**src/design/dual_axis_stepper_pointer_assert.svh**
```systemverilog
// Assertion helpers for the blocks that check their own logic.
// Both expect signals named clk and rst_n in the scope of use.
`ifndef DUAL_AXIS_STEPPER_POINTER_ASSERT_SVH
`define DUAL_AXIS_STEPPER_POINTER_ASSERT_SVH

// Same-cycle implication.
`define DASP_ASSERT_NOW(label, ante, cons, msg) \
    label: assert property (@(posedge clk) disable iff (!rst_n) (ante) |-> (cons)) \
        else $error(msg);

// Next-cycle implication.
`define DASP_ASSERT_NEXT(label, ante, cons, msg) \
    label: assert property (@(posedge clk) disable iff (!rst_n) (ante) |=> (cons)) \
        else $error(msg);

`endif

```
**src/design/dasp_pkg.sv**
```systemverilog
`default_nettype none

package dasp_pkg;

    typedef enum logic [1:0] {
        ACT_TICK = 2'd0,
        ACT_SET  = 2'd1,
        ACT_HOME = 2'd2,
        ACT_NONE = 2'd3
    } action_t;

    typedef enum logic [2:0] {
        PH_IDLE     = 3'd0,
        PH_ALT_BACK = 3'd1,
        PH_ALT_SEEK = 3'd2,
        PH_AZ_BACK  = 3'd3,
        PH_AZ_SEEK  = 3'd4
    } phase_t;

    typedef enum logic [2:0] {
        REG_ALT_REV  = 3'd0,
        REG_AZ_REV   = 3'd1,
        REG_ALT_BACK = 3'd2,
        REG_ALT_SEEK = 3'd3,
        REG_AZ_BACK  = 3'd4,
        REG_AZ_SEEK  = 3'd5
    } cfg_idx_t;

    localparam int CFG_INDEX_BITS = 3;
    localparam int CFG_DATA_BITS  = 13;
    localparam int REV_BITS       = 13;
    localparam int LIM_BITS       = 11;
    localparam int ALT_ANGLE_BITS = 15;
    localparam int AZ_ANGLE_BITS  = 16;

    localparam logic [REV_BITS-1:0] RST_ALT_REV  = 13'd7070;
    localparam logic [REV_BITS-1:0] RST_AZ_REV   = 13'd6405;
    localparam logic [LIM_BITS-1:0] RST_ALT_BACK = 11'd1000;
    localparam logic [LIM_BITS-1:0] RST_ALT_SEEK = 11'd2000;
    localparam logic [LIM_BITS-1:0] RST_AZ_BACK  = 11'd500;
    localparam logic [LIM_BITS-1:0] RST_AZ_SEEK  = 11'd1000;

    // Angles in hundredths of a degree
    localparam int HALF_TURN = 18000;
    localparam int FULL_TURN = 36000;

    // Goal = floor(rev * mag / FULL_TURN) by reciprocal multiply; exact for prod < 2^29
    localparam int MAG_BITS    = 16;
    localparam int PROD_BITS   = 29;
    localparam int RECIP_SHIFT = 45;
    localparam int QUOT_BITS   = 14;
    localparam int WIDE_BITS   = RECIP_SHIFT + QUOT_BITS;
    localparam longint unsigned RECIP_MUL =
        ((64'd1 << RECIP_SHIFT) + 64'(FULL_TURN) - 64'd1) / 64'(FULL_TURN);

    localparam int QUEUE_DEPTH = 4;
    localparam int QPTR_BITS   = 2;
    localparam int QCNT_BITS   = 3;

    typedef struct packed {
        logic [REV_BITS-1:0] alt_rev;
        logic [REV_BITS-1:0] az_rev;
        logic [LIM_BITS-1:0] alt_back;
        logic [LIM_BITS-1:0] alt_seek;
        logic [LIM_BITS-1:0] az_back;
        logic [LIM_BITS-1:0] az_seek;
    } cfg_t;

    typedef struct packed {
        action_t action;
        logic    alt_sw;
        logic    az_sw;
    } cmd_t;

    typedef struct packed {
        logic full;
        logic empty;
    } q_stat_t;

    typedef struct packed {
        logic busy;
        logic fault;
    } back_stat_t;

endpackage

`default_nettype wire

```
**src/design/dasp_in_if.sv**
```systemverilog
`default_nettype none

interface dasp_in_if;
    logic        valid;
    logic        ready;
    logic [1:0]  action;
    logic [14:0] alt_angle;
    logic [15:0] az_angle;
    logic        alt_switch_level;
    logic        az_switch_level;

    modport source (
        output valid, action, alt_angle, az_angle, alt_switch_level, az_switch_level,
        input  ready
    );

    modport sink (
        input  valid, action, alt_angle, az_angle, alt_switch_level, az_switch_level,
        output ready
    );
endinterface

`default_nettype wire

```
**src/design/dasp_out_if.sv**
```systemverilog
`default_nettype none

interface dasp_out_if #(
    parameter int POSITION_BITS = 13
);
    logic                            valid;
    logic                            ready;
    logic                            alt_pulse;
    logic                            alt_direction;
    logic                            az_pulse;
    logic                            az_direction;
    logic signed [POSITION_BITS-1:0] alt_steps_now;
    logic signed [POSITION_BITS-1:0] az_steps_now;
    logic                            homing_busy;
    logic                            homing_failed;
    logic                            range_halted;

    modport source (
        output valid, alt_pulse, alt_direction, az_pulse, az_direction,
               alt_steps_now, az_steps_now, homing_busy, homing_failed, range_halted,
        input  ready
    );

    modport sink (
        input  valid, alt_pulse, alt_direction, az_pulse, az_direction,
               alt_steps_now, az_steps_now, homing_busy, homing_failed, range_halted,
        output ready
    );
endinterface

`default_nettype wire

```
**src/design/dual_axis_stepper_pointer.sv**
```systemverilog
// Path: the edge that accepts a command loads the product register; the quotient
// register, the queue write and execute into the result register follow in that
// order, and a full queue or a low rsp.ready can hold any step along the way.
// Throughput: one transaction per cycle while rsp.ready allows, set by the execute stage.
// Reset (async, active low) restores default configuration, zero positions and
// goals, idle homing and a clear fault latch; there is no clearing pass.
`default_nettype none
`include "dual_axis_stepper_pointer_assert.svh"

module dual_axis_stepper_pointer #(
    parameter int POSITION_BITS = 13,
    parameter int COUNT_BITS    = 11
) (
    input  logic                                clk,
    input  logic                                rst_n,
    input  logic                                cfg_we,
    input  logic [dasp_pkg::CFG_INDEX_BITS-1:0] cfg_index,
    input  logic [dasp_pkg::CFG_DATA_BITS-1:0]  cfg_data,
    dasp_in_if.sink                             cmd,
    dasp_out_if.source                          rsp
);
    import dasp_pkg::*;

    cfg_t                            cfg;
    logic                            q_push;
    logic                            q_push_ok;
    cmd_t                            q_push_cmd;
    logic signed [POSITION_BITS-1:0] q_push_alt_goal;
    logic signed [POSITION_BITS-1:0] q_push_az_goal;
    logic                            q_pop;
    cmd_t                            q_head_cmd;
    logic signed [POSITION_BITS-1:0] q_head_alt_goal;
    logic signed [POSITION_BITS-1:0] q_head_az_goal;
    q_stat_t                         q_stat;
    back_stat_t                      back_stat;
    logic                            homing_rsp;
    logic                            dual_pulse;

    dasp_cfg_regs u_cfg (
        .clk       (clk),
        .rst_n     (rst_n),
        .cfg_we    (cfg_we),
        .cfg_index (cfg_index),
        .cfg_data  (cfg_data),
        .cfg       (cfg)
    );

    dasp_front #(
        .POSITION_BITS (POSITION_BITS)
    ) u_front (
        .clk           (clk),
        .rst_n         (rst_n),
        .cfg           (cfg),
        .cmd           (cmd),
        .push_ok       (q_push_ok),
        .push          (q_push),
        .push_cmd      (q_push_cmd),
        .push_alt_goal (q_push_alt_goal),
        .push_az_goal  (q_push_az_goal)
    );

    dasp_queue #(
        .POSITION_BITS (POSITION_BITS)
    ) u_queue (
        .clk           (clk),
        .rst_n         (rst_n),
        .push          (q_push),
        .push_cmd      (q_push_cmd),
        .push_alt_goal (q_push_alt_goal),
        .push_az_goal  (q_push_az_goal),
        .push_ok       (q_push_ok),
        .pop           (q_pop),
        .head_cmd      (q_head_cmd),
        .head_alt_goal (q_head_alt_goal),
        .head_az_goal  (q_head_az_goal),
        .stat          (q_stat)
    );

    dasp_back #(
        .POSITION_BITS (POSITION_BITS),
        .COUNT_BITS    (COUNT_BITS)
    ) u_back (
        .clk           (clk),
        .rst_n         (rst_n),
        .cfg           (cfg),
        .head_cmd      (q_head_cmd),
        .head_alt_goal (q_head_alt_goal),
        .head_az_goal  (q_head_az_goal),
        .q_stat        (q_stat),
        .pop           (q_pop),
        .stat          (back_stat),
        .rsp           (rsp)
    );

    assign homing_rsp = rsp.valid && rsp.homing_busy;
    assign dual_pulse = rsp.alt_pulse && rsp.az_pulse;

    `DASP_ASSERT_NOW(a_no_push_full, q_push, !q_stat.full, "queue written while full")
    `DASP_ASSERT_NOW(a_no_pop_empty, q_pop, !q_stat.empty, "queue read while empty")
    `DASP_ASSERT_NOW(a_one_axis_homing, homing_rsp, !dual_pulse, "both axes pulsed during homing")
    `DASP_ASSERT_NEXT(a_fault_sticky, back_stat.fault, back_stat.fault, "homing fault cleared")

endmodule

`default_nettype wire

```
**src/design/dasp_cfg_regs.sv**
```systemverilog
`default_nettype none

module dasp_cfg_regs (
    input  logic                                clk,
    input  logic                                rst_n,
    input  logic                                cfg_we,
    input  logic [dasp_pkg::CFG_INDEX_BITS-1:0] cfg_index,
    input  logic [dasp_pkg::CFG_DATA_BITS-1:0]  cfg_data,
    output dasp_pkg::cfg_t                      cfg
);
    import dasp_pkg::*;

    cfg_t cfg_reg;

    always_ff @(posedge clk or negedge rst_n)
    begin
        if (!rst_n)
        begin
            cfg_reg.alt_rev  <= RST_ALT_REV;
            cfg_reg.az_rev   <= RST_AZ_REV;
            cfg_reg.alt_back <= RST_ALT_BACK;
            cfg_reg.alt_seek <= RST_ALT_SEEK;
            cfg_reg.az_back  <= RST_AZ_BACK;
            cfg_reg.az_seek  <= RST_AZ_SEEK;
        end
        else if (cfg_we)
        begin
            unique case (cfg_idx_t'(cfg_index))
                REG_ALT_REV:  cfg_reg.alt_rev  <= cfg_data[REV_BITS-1:0];
                REG_AZ_REV:   cfg_reg.az_rev   <= cfg_data[REV_BITS-1:0];
                REG_ALT_BACK: cfg_reg.alt_back <= cfg_data[LIM_BITS-1:0];
                REG_ALT_SEEK: cfg_reg.alt_seek <= cfg_data[LIM_BITS-1:0];
                REG_AZ_BACK:  cfg_reg.az_back  <= cfg_data[LIM_BITS-1:0];
                REG_AZ_SEEK:  cfg_reg.az_seek  <= cfg_data[LIM_BITS-1:0];
                default:      cfg_reg          <= cfg_reg;
            endcase
        end
    end

    assign cfg = cfg_reg;

endmodule

`default_nettype wire

```
**src/design/dasp_front.sv**
```systemverilog
`default_nettype none

module dasp_front #(
    parameter int POSITION_BITS = 13
) (
    input  logic                            clk,
    input  logic                            rst_n,
    input  dasp_pkg::cfg_t                  cfg,
    dasp_in_if.sink                         cmd,
    input  logic                            push_ok,
    output logic                            push,
    output dasp_pkg::cmd_t                  push_cmd,
    output logic signed [POSITION_BITS-1:0] push_alt_goal,
    output logic signed [POSITION_BITS-1:0] push_az_goal
);
    import dasp_pkg::*;

    localparam int GW = (POSITION_BITS > QUOT_BITS ? POSITION_BITS : QUOT_BITS) + 1;
    localparam logic [GW-1:0] POS_MAX = GW'((64'd1 << (POSITION_BITS - 1)) - 64'd1);

    // Saturate a quotient with its sign into the position range
    function automatic logic signed [POSITION_BITS-1:0] to_goal(
        input logic [QUOT_BITS-1:0] q,
        input logic                 neg
    );
        logic [GW-1:0] qx;
        logic [GW-1:0] res;
        qx = GW'(q);
        if (!neg)
            res = (qx > POS_MAX) ? POS_MAX : qx;
        else if (qx > POS_MAX + GW'(1))
            res = ~POS_MAX;
        else
            res = GW'(0) - qx;
        return signed'(res[POSITION_BITS-1:0]);
    endfunction

    // Accept stage: fold the azimuth, take magnitudes, multiply by steps per rev
    logic                 flip;
    logic [15:0]          az_adj;
    logic signed [16:0]   alt_s;
    logic signed [16:0]   alt_adj;
    logic                 alt_neg;
    logic [MAG_BITS-1:0]  alt_mag;
    logic [PROD_BITS-1:0] alt_prod;
    logic [PROD_BITS-1:0] az_prod;
    cmd_t                 in_cmd;

    assign flip    = cmd.az_angle > AZ_ANGLE_BITS'(HALF_TURN);
    assign az_adj  = flip ? (cmd.az_angle - AZ_ANGLE_BITS'(HALF_TURN)) : cmd.az_angle;
    assign alt_s   = signed'({2'b00, cmd.alt_angle});
    assign alt_adj = flip ? (17'(HALF_TURN) - alt_s) : alt_s;
    assign alt_neg = alt_adj[16];
    assign alt_mag = alt_neg ? MAG_BITS'(-alt_adj) : MAG_BITS'(alt_adj);
    assign alt_prod = PROD_BITS'(cfg.alt_rev) * PROD_BITS'(alt_mag);
    assign az_prod  = PROD_BITS'(cfg.az_rev) * PROD_BITS'(az_adj);

    assign in_cmd.action = action_t'(cmd.action);
    assign in_cmd.alt_sw = cmd.alt_switch_level;
    assign in_cmd.az_sw  = cmd.az_switch_level;

    logic                 s1_v_reg;
    cmd_t                 s1_cmd_reg;
    logic                 s1_neg_reg;
    logic [PROD_BITS-1:0] s1_alt_prod_reg;
    logic [PROD_BITS-1:0] s1_az_prod_reg;

    logic                 s2_v_reg;
    cmd_t                 s2_cmd_reg;
    logic                 s2_neg_reg;
    logic [QUOT_BITS-1:0] s2_alt_q_reg;
    logic [QUOT_BITS-1:0] s2_az_q_reg;

    logic                 s1_load;
    logic                 s2_load;
    logic [WIDE_BITS-1:0] alt_wide;
    logic [WIDE_BITS-1:0] az_wide;

    assign s2_load   = !s2_v_reg || push_ok;
    assign s1_load   = !s1_v_reg || s2_load;
    assign cmd.ready = s1_load;

    assign alt_wide = WIDE_BITS'(s1_alt_prod_reg) * WIDE_BITS'(RECIP_MUL);
    assign az_wide  = WIDE_BITS'(s1_az_prod_reg) * WIDE_BITS'(RECIP_MUL);

    always_ff @(posedge clk or negedge rst_n)
    begin
        if (!rst_n)
        begin
            s1_v_reg <= 1'b0;
            s2_v_reg <= 1'b0;
        end
        else
        begin
            if (s1_load)
                s1_v_reg <= cmd.valid;
            if (s2_load)
                s2_v_reg <= s1_v_reg;
        end
    end

    always_ff @(posedge clk)
    begin
        if (s1_load)
        begin
            s1_cmd_reg      <= in_cmd;
            s1_neg_reg      <= alt_neg;
            s1_alt_prod_reg <= alt_prod;
            s1_az_prod_reg  <= az_prod;
        end
        if (s2_load)
        begin
            s2_cmd_reg   <= s1_cmd_reg;
            s2_neg_reg   <= s1_neg_reg;
            s2_alt_q_reg <= alt_wide[RECIP_SHIFT +: QUOT_BITS];
            s2_az_q_reg  <= az_wide[RECIP_SHIFT +: QUOT_BITS];
        end
    end

    assign push          = s2_v_reg && push_ok;
    assign push_cmd      = s2_cmd_reg;
    assign push_alt_goal = to_goal(s2_alt_q_reg, s2_neg_reg);
    assign push_az_goal  = to_goal(s2_az_q_reg, 1'b0);

endmodule

`default_nettype wire

```
**src/design/dasp_queue.sv**
```systemverilog
`default_nettype none

module dasp_queue #(
    parameter int POSITION_BITS = 13
) (
    input  logic                            clk,
    input  logic                            rst_n,
    input  logic                            push,
    input  dasp_pkg::cmd_t                  push_cmd,
    input  logic signed [POSITION_BITS-1:0] push_alt_goal,
    input  logic signed [POSITION_BITS-1:0] push_az_goal,
    output logic                            push_ok,
    input  logic                            pop,
    output dasp_pkg::cmd_t                  head_cmd,
    output logic signed [POSITION_BITS-1:0] head_alt_goal,
    output logic signed [POSITION_BITS-1:0] head_az_goal,
    output dasp_pkg::q_stat_t               stat
);
    import dasp_pkg::*;

    cmd_t                            cmd_q   [QUEUE_DEPTH];
    logic signed [POSITION_BITS-1:0] alt_q   [QUEUE_DEPTH];
    logic signed [POSITION_BITS-1:0] az_q    [QUEUE_DEPTH];

    logic [QPTR_BITS-1:0] wr_ptr_reg;
    logic [QPTR_BITS-1:0] rd_ptr_reg;
    logic [QCNT_BITS-1:0] count_reg;
    logic [QCNT_BITS-1:0] count_next;

    assign stat.full  = count_reg == QCNT_BITS'(QUEUE_DEPTH);
    assign stat.empty = count_reg == '0;
    assign push_ok    = !stat.full;

    always_comb
    begin
        unique case ({push, pop})
            2'b10:   count_next = count_reg + QCNT_BITS'(1);
            2'b01:   count_next = count_reg - QCNT_BITS'(1);
            default: count_next = count_reg;
        endcase
    end

    always_ff @(posedge clk or negedge rst_n)
    begin
        if (!rst_n)
        begin
            wr_ptr_reg <= '0;
            rd_ptr_reg <= '0;
            count_reg  <= '0;
        end
        else
        begin
            if (push)
                wr_ptr_reg <= wr_ptr_reg + QPTR_BITS'(1);
            if (pop)
                rd_ptr_reg <= rd_ptr_reg + QPTR_BITS'(1);
            count_reg <= count_next;
        end
    end

    always_ff @(posedge clk)
    begin
        if (push)
        begin
            cmd_q[wr_ptr_reg] <= push_cmd;
            alt_q[wr_ptr_reg] <= push_alt_goal;
            az_q[wr_ptr_reg]  <= push_az_goal;
        end
    end

    assign head_cmd      = cmd_q[rd_ptr_reg];
    assign head_alt_goal = alt_q[rd_ptr_reg];
    assign head_az_goal  = az_q[rd_ptr_reg];

endmodule

`default_nettype wire

```
**src/design/dasp_back.sv**
```systemverilog
`default_nettype none

module dasp_back #(
    parameter int POSITION_BITS = 13,
    parameter int COUNT_BITS    = 11
) (
    input  logic                            clk,
    input  logic                            rst_n,
    input  dasp_pkg::cfg_t                  cfg,
    input  dasp_pkg::cmd_t                  head_cmd,
    input  logic signed [POSITION_BITS-1:0] head_alt_goal,
    input  logic signed [POSITION_BITS-1:0] head_az_goal,
    input  dasp_pkg::q_stat_t               q_stat,
    output logic                            pop,
    output dasp_pkg::back_stat_t            stat,
    dasp_out_if.source                      rsp
);
    import dasp_pkg::*;

    localparam int RW = (POSITION_BITS > REV_BITS ? POSITION_BITS : REV_BITS) + 1;
    localparam int LW = (COUNT_BITS > LIM_BITS ? COUNT_BITS : LIM_BITS);
    localparam logic [LW-1:0] CNT_MAX = LW'((64'd1 << COUNT_BITS) - 64'd1);

    function automatic logic out_of_range(
        input logic signed [POSITION_BITS-1:0] a,
        input logic signed [POSITION_BITS-1:0] z,
        input logic [REV_BITS-1:0]             arev,
        input logic [REV_BITS-1:0]             zrev
    );
        logic signed [RW-1:0] ax;
        logic signed [RW-1:0] zx;
        logic signed [RW-1:0] ah;
        logic signed [RW-1:0] zh;
        ax = RW'(a);
        zx = RW'(z);
        ah = signed'(RW'(arev >> 1));
        zh = signed'(RW'(zrev >> 1));
        return (ax > ah) || (ax < -ah) || (zx > zh) || (zx < -zh);
    endfunction

    function automatic logic [COUNT_BITS-1:0] cap_count(input logic [LIM_BITS-1:0] v);
        logic [LW-1:0] vx;
        vx = LW'(v);
        return (vx > CNT_MAX) ? COUNT_BITS'(CNT_MAX) : COUNT_BITS'(vx);
    endfunction

    function automatic phase_t next_phase(input phase_t ph);
        phase_t r;
        unique case (ph)
            PH_ALT_BACK: r = PH_ALT_SEEK;
            PH_ALT_SEEK: r = PH_AZ_BACK;
            PH_AZ_BACK:  r = PH_AZ_SEEK;
            default:     r = PH_IDLE;
        endcase
        return r;
    endfunction

    logic signed [POSITION_BITS-1:0] alt_pos_reg, alt_pos_next;
    logic signed [POSITION_BITS-1:0] az_pos_reg, az_pos_next;
    logic signed [POSITION_BITS-1:0] alt_goal_reg, alt_goal_next;
    logic signed [POSITION_BITS-1:0] az_goal_reg, az_goal_next;
    phase_t                          phase_reg, phase_next;
    logic [COUNT_BITS-1:0]           count_reg, count_next;
    logic                            fault_reg, fault_next;

    logic                            out_v_reg;
    logic                            alt_pulse_reg, alt_dir_reg;
    logic                            az_pulse_reg, az_dir_reg;
    logic signed [POSITION_BITS-1:0] alt_now_reg, az_now_reg;
    logic                            busy_reg, failed_reg, halted_reg;

    logic                  take;
    logic                  is_tick;
    logic                  backing;
    logic                  seeking;
    logic                  on_az;
    logic                  sw;
    logic [COUNT_BITS-1:0] back_lim;
    logic [COUNT_BITS-1:0] seek_lim;
    logic                  cnt_lt_back;
    logic                  cnt_lt_seek;
    logic                  hom_pulse;
    logic                  oor_now;
    logic                  oor_next;
    logic                  ap, ad, zp, zd;

    assign take    = !q_stat.empty && (!out_v_reg || rsp.ready);
    assign pop     = take;
    assign is_tick = head_cmd.action == ACT_TICK;
    assign backing = (phase_reg == PH_ALT_BACK) || (phase_reg == PH_AZ_BACK);
    assign seeking = (phase_reg == PH_ALT_SEEK) || (phase_reg == PH_AZ_SEEK);
    assign on_az   = (phase_reg == PH_AZ_BACK) || (phase_reg == PH_AZ_SEEK);
    assign sw      = on_az ? head_cmd.az_sw : head_cmd.alt_sw;
    assign back_lim = cap_count(on_az ? cfg.az_back : cfg.alt_back);
    assign seek_lim = cap_count(on_az ? cfg.az_seek : cfg.alt_seek);
    assign cnt_lt_back = count_reg < back_lim;
    assign cnt_lt_seek = count_reg < seek_lim;
    assign hom_pulse   = (backing && cnt_lt_back) || (seeking && sw && cnt_lt_seek);

    assign oor_now  = out_of_range(alt_pos_reg, az_pos_reg, cfg.alt_rev, cfg.az_rev);
    assign oor_next = out_of_range(alt_pos_next, az_pos_next, cfg.alt_rev, cfg.az_rev);

    // Homing sequencer and goal registers
    always_comb
    begin
        phase_next    = phase_reg;
        count_next    = count_reg;
        fault_next    = fault_reg;
        alt_goal_next = alt_goal_reg;
        az_goal_next  = az_goal_reg;
        if (take)
        begin
            unique case (head_cmd.action)
                ACT_SET:
                begin
                    alt_goal_next = head_alt_goal;
                    az_goal_next  = head_az_goal;
                end
                ACT_HOME:
                begin
                    phase_next = PH_ALT_BACK;
                    count_next = '0;
                end
                ACT_TICK:
                begin
                    if (backing)
                    begin
                        if (cnt_lt_back)
                            count_next = count_reg + COUNT_BITS'(1);
                        else
                        begin
                            phase_next = next_phase(phase_reg);
                            count_next = '0;
                        end
                    end
                    else if (seeking)
                    begin
                        if (sw && cnt_lt_seek)
                            count_next = count_reg + COUNT_BITS'(1);
                        else
                        begin
                            // switch never reached within the limit
                            if (sw)
                                fault_next = 1'b1;
                            phase_next = next_phase(phase_reg);
                            count_next = '0;
                        end
                    end
                end
                ACT_NONE:
                begin
                    phase_next = phase_reg;
                end
            endcase
        end
    end

    // Pulses and position tracking
    always_comb
    begin
        ap           = 1'b0;
        ad           = 1'b0;
        zp           = 1'b0;
        zd           = 1'b0;
        alt_pos_next = alt_pos_reg;
        az_pos_next  = az_pos_reg;
        if (take && is_tick)
        begin
            if (phase_reg != PH_IDLE)
            begin
                // homing pulses leave the position counters alone
                if (on_az)
                begin
                    zp = hom_pulse;
                    zd = hom_pulse && seeking;
                end
                else
                begin
                    ap = hom_pulse;
                    ad = hom_pulse && seeking;
                end
            end
            else if (!oor_now)
            begin
                if (alt_pos_reg != alt_goal_reg)
                begin
                    ap = 1'b1;
                    ad = !(alt_pos_reg < alt_goal_reg);
                    alt_pos_next = ad ? (alt_pos_reg - POSITION_BITS'(1))
                                      : (alt_pos_reg + POSITION_BITS'(1));
                end
                if (az_pos_reg != az_goal_reg)
                begin
                    zp = 1'b1;
                    zd = !(az_pos_reg < az_goal_reg);
                    az_pos_next = zd ? (az_pos_reg - POSITION_BITS'(1))
                                     : (az_pos_reg + POSITION_BITS'(1));
                end
            end
        end
    end

    always_ff @(posedge clk or negedge rst_n)
    begin
        if (!rst_n)
        begin
            alt_pos_reg  <= '0;
            az_pos_reg   <= '0;
            alt_goal_reg <= '0;
            az_goal_reg  <= '0;
            phase_reg    <= PH_IDLE;
            count_reg    <= '0;
            fault_reg    <= 1'b0;
            out_v_reg    <= 1'b0;
        end
        else
        begin
            alt_pos_reg  <= alt_pos_next;
            az_pos_reg   <= az_pos_next;
            alt_goal_reg <= alt_goal_next;
            az_goal_reg  <= az_goal_next;
            phase_reg    <= phase_next;
            count_reg    <= count_next;
            fault_reg    <= fault_next;
            if (take)
                out_v_reg <= 1'b1;
            else if (rsp.ready)
                out_v_reg <= 1'b0;
        end
    end

    always_ff @(posedge clk)
    begin
        if (take)
        begin
            alt_pulse_reg <= ap;
            alt_dir_reg   <= ad;
            az_pulse_reg  <= zp;
            az_dir_reg    <= zd;
            alt_now_reg   <= alt_pos_next;
            az_now_reg    <= az_pos_next;
            busy_reg      <= phase_next != PH_IDLE;
            failed_reg    <= fault_next;
            halted_reg    <= oor_next;
        end
    end

    assign rsp.valid         = out_v_reg;
    assign rsp.alt_pulse     = alt_pulse_reg;
    assign rsp.alt_direction = alt_dir_reg;
    assign rsp.az_pulse      = az_pulse_reg;
    assign rsp.az_direction  = az_dir_reg;
    assign rsp.alt_steps_now = alt_now_reg;
    assign rsp.az_steps_now  = az_now_reg;
    assign rsp.homing_busy   = busy_reg;
    assign rsp.homing_failed = failed_reg;
    assign rsp.range_halted  = halted_reg;

    assign stat.busy  = phase_reg != PH_IDLE;
    assign stat.fault = fault_reg;

endmodule

`default_nettype wire
```
**src/flat_wrapper.sv**
```systemverilog
// flat-port wrapper written by rule: the top's interface ports become plain ports
module dual_axis_stepper_pointer_flat import dasp_pkg::*;
#(
    parameter int POSITION_BITS = 13,
    parameter int COUNT_BITS    = 11
)
  (clk, rst_n, cfg_we, cfg_index, cfg_data, cmd_valid, cmd_action, cmd_alt_angle, cmd_az_angle, cmd_alt_switch_level, cmd_az_switch_level, cmd_ready, rsp_valid, rsp_alt_pulse, rsp_alt_direction, rsp_az_pulse, rsp_az_direction, rsp_alt_steps_now, rsp_az_steps_now, rsp_homing_busy, rsp_homing_failed, rsp_range_halted, rsp_ready);
  dasp_in_if cmd_i ();
  dasp_out_if #(.POSITION_BITS(POSITION_BITS)) rsp_i ();
  input  logic clk;
  input  logic rst_n;
  input  logic cfg_we;
  input  logic [dasp_pkg::CFG_INDEX_BITS-1:0] cfg_index;
  input  logic [dasp_pkg::CFG_DATA_BITS-1:0] cfg_data;
  input wire logic [$bits(cmd_i.valid)-1:0] cmd_valid;
  input wire logic [$bits(cmd_i.action)-1:0] cmd_action;
  input wire logic [$bits(cmd_i.alt_angle)-1:0] cmd_alt_angle;
  input wire logic [$bits(cmd_i.az_angle)-1:0] cmd_az_angle;
  input wire logic [$bits(cmd_i.alt_switch_level)-1:0] cmd_alt_switch_level;
  input wire logic [$bits(cmd_i.az_switch_level)-1:0] cmd_az_switch_level;
  output wire logic [$bits(cmd_i.ready)-1:0] cmd_ready;
  output wire logic [$bits(rsp_i.valid)-1:0] rsp_valid;
  output wire logic [$bits(rsp_i.alt_pulse)-1:0] rsp_alt_pulse;
  output wire logic [$bits(rsp_i.alt_direction)-1:0] rsp_alt_direction;
  output wire logic [$bits(rsp_i.az_pulse)-1:0] rsp_az_pulse;
  output wire logic [$bits(rsp_i.az_direction)-1:0] rsp_az_direction;
  output wire logic [$bits(rsp_i.alt_steps_now)-1:0] rsp_alt_steps_now;
  output wire logic [$bits(rsp_i.az_steps_now)-1:0] rsp_az_steps_now;
  output wire logic [$bits(rsp_i.homing_busy)-1:0] rsp_homing_busy;
  output wire logic [$bits(rsp_i.homing_failed)-1:0] rsp_homing_failed;
  output wire logic [$bits(rsp_i.range_halted)-1:0] rsp_range_halted;
  input wire logic [$bits(rsp_i.ready)-1:0] rsp_ready;
  assign cmd_i.valid = cmd_valid;
  assign cmd_i.action = cmd_action;
  assign cmd_i.alt_angle = cmd_alt_angle;
  assign cmd_i.az_angle = cmd_az_angle;
  assign cmd_i.alt_switch_level = cmd_alt_switch_level;
  assign cmd_i.az_switch_level = cmd_az_switch_level;
  assign cmd_ready = cmd_i.ready;
  assign rsp_valid = rsp_i.valid;
  assign rsp_alt_pulse = rsp_i.alt_pulse;
  assign rsp_alt_direction = rsp_i.alt_direction;
  assign rsp_az_pulse = rsp_i.az_pulse;
  assign rsp_az_direction = rsp_i.az_direction;
  assign rsp_alt_steps_now = rsp_i.alt_steps_now;
  assign rsp_az_steps_now = rsp_i.az_steps_now;
  assign rsp_homing_busy = rsp_i.homing_busy;
  assign rsp_homing_failed = rsp_i.homing_failed;
  assign rsp_range_halted = rsp_i.range_halted;
  assign rsp_i.ready = rsp_ready;
  dual_axis_stepper_pointer #(.POSITION_BITS(POSITION_BITS), .COUNT_BITS(COUNT_BITS)) u_core (.clk(clk), .rst_n(rst_n), .cfg_we(cfg_we), .cfg_index(cfg_index), .cfg_data(cfg_data), .cmd(cmd_i), .rsp(rsp_i));
endmodule
```
**config.mk**
```make
export PLATFORM = sky130hd
export DESIGN_NAME = dual_axis_stepper_pointer_flat
export DESIGN_NICKNAME = d
export VERILOG_FILES = /design/src/design/dasp_pkg.sv /design/src/design/dasp_in_if.sv /design/src/design/dasp_out_if.sv /design/src/design/dual_axis_stepper_pointer.sv /design/src/design/dasp_cfg_regs.sv /design/src/design/dasp_front.sv /design/src/design/dasp_queue.sv /design/src/design/dasp_back.sv /design/src/flat_wrapper.sv
export VERILOG_INCLUDE_DIRS = /design/src /design/src/design
export SDC_FILE = /design/constraint.sdc
export NUM_CORES = 2
export LEC_CHECK = 0
export BUFFER_PORTS_ARGS = -buffer_cell sky130_fd_sc_hd__buf_4
export CAP_MARGIN = 10
export CORE_ASPECT_RATIO = 0.9
export CORE_UTILIZATION = 45
export DETAILED_ROUTE_END_ITERATION = 8
export PLACE_DENSITY = 0.68
export RECOVER_POWER = 25
export SYNTH_ARGS = -nofsm -noshare
export SYNTH_HDL_FRONTEND = slang
export SYNTH_SLANG_ARGS = --single-unit
```
**constraint.sdc**
```tcl
create_clock -name clk -period 9.4 [get_ports clk]
set_input_delay 0.47 -clock clk [delete_from_list [all_inputs] [get_ports clk]]
set_output_delay 0.47 -clock clk [all_outputs]
set_load 0.01 [all_outputs]
```
Yosys cells after proc, flatten, opt, wreduce, memory -nomap -nowiden
Memories as Yosys holds them, arrays and structs flattened. A register that Yosys moved wholly into a read port is not among the register bits.
Index checks and enable logic that the tools add are counted.

operators by class
  bitwise gates (word level) = 0
  equal/unequal tests = 17
  divide/modulo/power cells = 0
  reduce and logical (&&, ||, !) cells = 46
  multiply operators = 4
  $lt $le $gt $ge = 18
  shifts and indexed selects = 0
  add/sub/neg operators = 15
  multiplexer cells = 61

operator list
  kind                                                                    number
  13-bit 2-to-1 mux                                                       14
  29-bit by 29-bit multiplier with 58-bit output, second input constant   2
  11-bit 2-to-1 mux                                                       8
  13-bit by 16-bit multiplier with 29-bit output                          2
  13-bit by 14-bit < comparator with 1-bit output                         4
  13-bit > comparator                                                     4
  16-bit 2-to-1 mux                                                       2
  14-bit by 12-bit > comparator with 1-bit output, second input constant  2
  12-bit negation with 14-bit output                                      2
  1-bit 2-to-1 mux                                                        27
  13-bit by 2-bit adder with 13-bit output, second input constant         2
  13-bit < comparator                                                     2
  13-bit != test                                                          2
  13-bit by 2-bit subtractor with 13-bit output, second input constant    2
  11-bit > comparator, second input constant                              2
  11-bit < comparator                                                     2
  11-bit one-hot mux with 2 select lines                                  1
  17-bit 2-to-1 mux                                                       1
  16-bit by 15-bit > comparator with 1-bit output, second input constant  1
  16-bit negation                                                         1
  15-bit by 15-bit subtractor with 16-bit output, first input constant    1
  16-bit by 15-bit subtractor with 16-bit output, second input constant   1
  3-bit 2-to-1 mux                                                        5
  14-bit by 13-bit > comparator with 1-bit output, second input constant  1
  other kinds (22)                                                        70

storage, ports and cells
  RAM bits = 120
  input port bits = 56
  logic and storage cells = 202
  bits in latches = 0
  register bits = 250
  output and inout bits = 35
  memory bits (read-only) = 0
  memories = 3

memories
  name                  depth  width  read ports  clocked after memory_dff  wr ports  line              source
  u_core.u_queue.alt_q  4      13     1           1                         1         dasp_queue.sv:22  logic signed [POSITION_BITS-1:0] alt_q [QUEUE_DEPTH];
  u_core.u_queue.az_q   4      13     1           1                         1         dasp_queue.sv:23  logic signed [POSITION_BITS-1:0] az_q [QUEUE_DEPTH];
  u_core.u_queue.cmd_q  4      4      1           0                         1         dasp_queue.sv:21  cmd_t cmd_q [QUEUE_DEPTH];

Logic depth before layout (Yosys ltp)
  depth after elaboration = 13
  gate-level depth with buffers = 34
  mapped depth without buffers = 32

Modules after synthesis
Synthesis repeated with hierarchy kept, for this count alone.

second synthesis, totals
  cells, all modules = 5692
  area, all modules = 59026.6 sq um

by module, submodules not included
  module         area an instance (sq um)  cells an instance  instances  sequential area each (sq um)
  dasp_front     42902.4                   4425               1          2932.8
  dasp_back      8627.0                    919                1          2692.6
  dasp_queue     4772.1                    196                1          3778.6
  dasp_cfg_regs  2725.1                    152                1          1799.2

Worst setup path after synthesis
OpenSTA, ideal clock, no wires.

  kind = input -> register
  start = in cmd_alt_angle[0]
  end = reg u_core.u_front.s1_alt_prod_reg[25] (data pin)
  path buffers = 2
  arrival = 7565 ps
  path slack = 1574 ps
  cell stages on the path = 34
  setup time = 261 ps
  required time = 9139 ps
  cells stage by stage = buf_2 > inv_2 > ha_1 > nor3b_1 > o21bai_1 > a21o_1 > o21ai_0 > nand2_1 > xor2_1 > a31oi_1 > xnor2_1 > or3_1 > clkbuf_1 > a21oi_1 > fa_1 > inv_1 > fa_1 > inv_1 > fa_1 > fa_1 > inv_1 > fa_1 > inv_1 > ha_1 > a21o_1 > a21o_1 > a21o_1 > a21o_1 > a21oi_1 > o21a_1 > o21ai_0 > o21bai_1 > nor3_1 > a311o_1

on the way
  word-level cells in the longest chain between the ends = 5

RTL lines
  element                                           line                source
  start, declared                                   flat_wrapper.sv:17  input wire logic [$bits(cmd_i.alt_angle)-1:0] cmd_alt_angle;
  15-bit by 15-bit subtractor with 16-bit output    dasp_front.sv:52    assign alt_adj = flip ? (17'(HALF_TURN) - alt_s) : alt_s;
  17-bit 2-to-1 mux *                               dasp_front.sv:52
  16-bit negation                                   dasp_front.sv:54    assign alt_mag = alt_neg ? MAG_BITS'(-alt_adj) : MAG_BITS'(alt_adj);
  16-bit 2-to-1 mux *                               dasp_front.sv:54
  13-bit by 16-bit multiplier with 29-bit output *  dasp_front.sv:55    assign alt_prod = PROD_BITS'(cfg.alt_rev) * PROD_BITS'(alt_mag);
  net u_core.u_front.alt_prod[25]                   dasp_front.sv:45    logic [PROD_BITS-1:0] alt_prod;
  end signal, assigned                              dasp_front.sv:108   s1_alt_prod_reg <= alt_prod;
  end, declared                                     dasp_front.sv:65    logic [PROD_BITS-1:0] s1_alt_prod_reg;

Mark *: on every way through the listed nets, which the timed path passes. The rest lies on a longest branch.
A chain may end at the register's enable or synchronous reset.

Final worst setup path
  start = in cmd_az_angle[2]
  end = reg u_core.u_front.s1_alt_prod_reg[25] (data pin)

on the way
  word-level cells in the longest chain between the ends = 5

RTL lines
  element                                            line                source
  start, declared                                    flat_wrapper.sv:18  input wire logic [$bits(cmd_i.az_angle)-1:0] cmd_az_angle;
  16-bit by 15-bit > comparator with 1-bit output *  dasp_front.sv:49    assign flip = cmd.az_angle > AZ_ANGLE_BITS'(HALF_TURN);
  17-bit 2-to-1 mux *                                dasp_front.sv:52
  16-bit negation                                    dasp_front.sv:54
  16-bit 2-to-1 mux *                                dasp_front.sv:54
  13-bit by 16-bit multiplier with 29-bit output *   dasp_front.sv:55
  net u_core.u_front.alt_prod[25]                    dasp_front.sv:45

Marked as above.

==> results.toml <==
[clocking]
post_cts_resized = 0
clockRootBuffer = "clkbuf_16"
cts_setup_buffers = 0
clk_pin_slew_ps = 80
cts-htree-levels = 2
cts_made_buffers = 42
ctsHoldBuffers = 1
cts_tree = "yes"
clkLatencyLatePin_ps = 590
cts.sinks = 396
cts_buffer_depth = 3

[critical_path]
cp_slowest_cell = "fa_1"
crit_type = "in2reg"
start_kind = "input pin"
crit_required_ps = 9740
cpPeakStageDelay_ps = 550
cp_max_fo = 14
reg2reg_to = "u_core.u_front.s2_alt_q_reg[10]"
critPathCaptureType = "flip-flop"
ff2ff_path_depth = 21
cp_common_cell = "fa_1"
rr_startpoint = "u_core.u_front.s1_alt_prod_reg[16]"
cp-startpoint = "cmd_az_angle[2]"
arrival_ps = 8520
rrSetupSlack_ps = 1360

[global_routing]
grt.overflow.total = 0
antenna_found_initial = 13
track_usage_pct = 21.6
grt_pass1_wl_mm = 219
grt_max_degree = 79
grt_pass1_vias = 40500

[routing]
post_drt_wl_per_cell_um = 18.4
drcViolationCount = 0
dr.pass1.iters = 5
drt_iter0_drc = 2313
wl_mm = 134
routed_via_density = 5.28
vias = 38600
ant_nets = 0

[yosys]
synth-xor-area-share_pct = 2.66
synth-simple-area-share_pct = 8.36
muxShareOfSynthArea_pct = 2.87
syn_avg_cell_area_um2 = 10.5
synth-seq-area-share_pct = 19.5
synthAdderAreaFrac_pct = 51.2
synth-compound-area-share_pct = 6.78
synth_most_common_cell = "inv_1"
ys.flop_type = "edfxtp_1"
synth_seq_cells = 396
syn_area_um2 = 57300
synth_top_family_by_area = "adder cells"
synth_common_cells = "1,185 x inv_1, 1,018 x ha_1, 829 x fa_1"
yosys.area.top_type = "fa_1"
ys_warn_count = 0
synth.area.top_cells = "fa_1 29%, ha_1 22%, edfxtp_1 13%, inv_1 7.8%, dfrtp_1 4.8%"
synth_top_cell_area_share_pct = 28.9
async_flop_share_pct = 37.1
synth-edff-count = 249
syn_inst = 5454
synthDistinctLibCells = 88

[sta]
period_minus_slack_ps = 8180
slew_violations = 97
max_slew.worst_pin.slew_ps = 4000
fmax_ghz = 0.122
worst_clock_skew_ps = 23.7
slew_headroom_pct = -166
tns_ps = 0
min_period_over_period_pct = 87.0
finalSetupViolCount = 0
rsz0062_at_grt = "no"
hold_viol = 0

[status]
status = "finished with violations"
violations = "max-capacitance violations, max-slew violations"

[job]
cap_violations = 2

[floorplanning]
dieWidth_um = 378
die_h_um = 341
dieArea_um2 = 129000
start_util_pct = 45.6
core_area_um2 = 126000
io_pins = 91
rows = 123

[finish]
drive_gt1_share_pct = 7.30
fillers = 11300
largest_register_ffs = 70
area_delta_synth_final_pct = 7.93
fin_nets = 7485
multi_input_area_um2 = 41300
regArea_um2 = 11200

[hold_path]
min_to = "u_core.u_back.rsp.valid"
hold_start = "rsp_ready"
hold_depth = 2
hold_path.class = "in2reg"

[placement]
portBuffers = 90
place_congestion = 0.922
hpwl_mm = 110
==> cell type report <==
type,count,share of cell area [%]
Multi-Input combinational cell,3761,66.7
Sequential cell,396,18.1
Inverter,1195,7.25
Tap cell,1687,3.41
Timing Repair Buffer,186,2.21
Clock buffer,49,1.77
Clock inverter,29,0.510
Antenna cell,8,0.0324
==> worst max-delay path by stage <==
stage	end
finish	u_core.u_front.s1_alt_prod_reg[25]
global route	u_core.u_front.s1_alt_prod_reg[26]
CTS	u_core.u_front.s1_alt_prod_reg[25]
detailed placement	u_core.u_front.s1_alt_prod_reg[25]
global placement	u_core.u_front.s1_alt_prod_reg[26]
floorplan	u_core.u_front.s1_alt_prod_reg[25]
==> cells in the final DEF (no fill, tap or decap), drive strengths merged, types with 124 or more instances in the layout <==
cell       n
inv     1193
ha      1018
fa       829
nand2    406
edfxtp   249
buf      176
o21ai    172
nor2     158
a21oi    152
and2     124
==> cell families after synthesis <==
family | Yosys count
adder cells (fa/ha/maj) | 1847
buffers and inverters | 1312
AND/OR/NAND/NOR | 997
AO/OA/AOI/OAI | 607
flip-flops | 396
XOR/XNOR | 174
multiplexers | 119
other | 2
==> routing by layer <==
metal | vias to the layer above | wire length (um) | global-route usage, %
met5 | - | 38 | 0
met4 | 6 | 3060 | 5.15
met3 | 174 | 8370 | 3.37
met2 | 1003 | 62700 | 35.1
met1 | 19400 | 60300 | 30.3
li1 | 18000 | - | -
==> per-stage QoR <==
stage	setup slack, ps	instance area [um^2]	utilization, %	hold slack, ps	cells
after floorplan	1570	57400	-	174	5469
after global placement	786	60500	48.1	403	7224
after detailed placement	739	60500	48.1	411	7224
after CTS	1350	61900	49.2	47.4	7303
after global routing	822	61900	49.2	85.4	7306
final	1220	61900	49.2	79.9	7311
==> critical path, delay by kind of cell <==
family          cells  cell delay [ps]
xor+xnor            1              180
compound gates     16             3690
buf+inv             5              360
fa+ha+maj           6             2920
simple gates        3              880
Power is left out: the tool's default activity adds up to more than one toggle a clock period on the data nets, which glitch-free logic cannot reach.
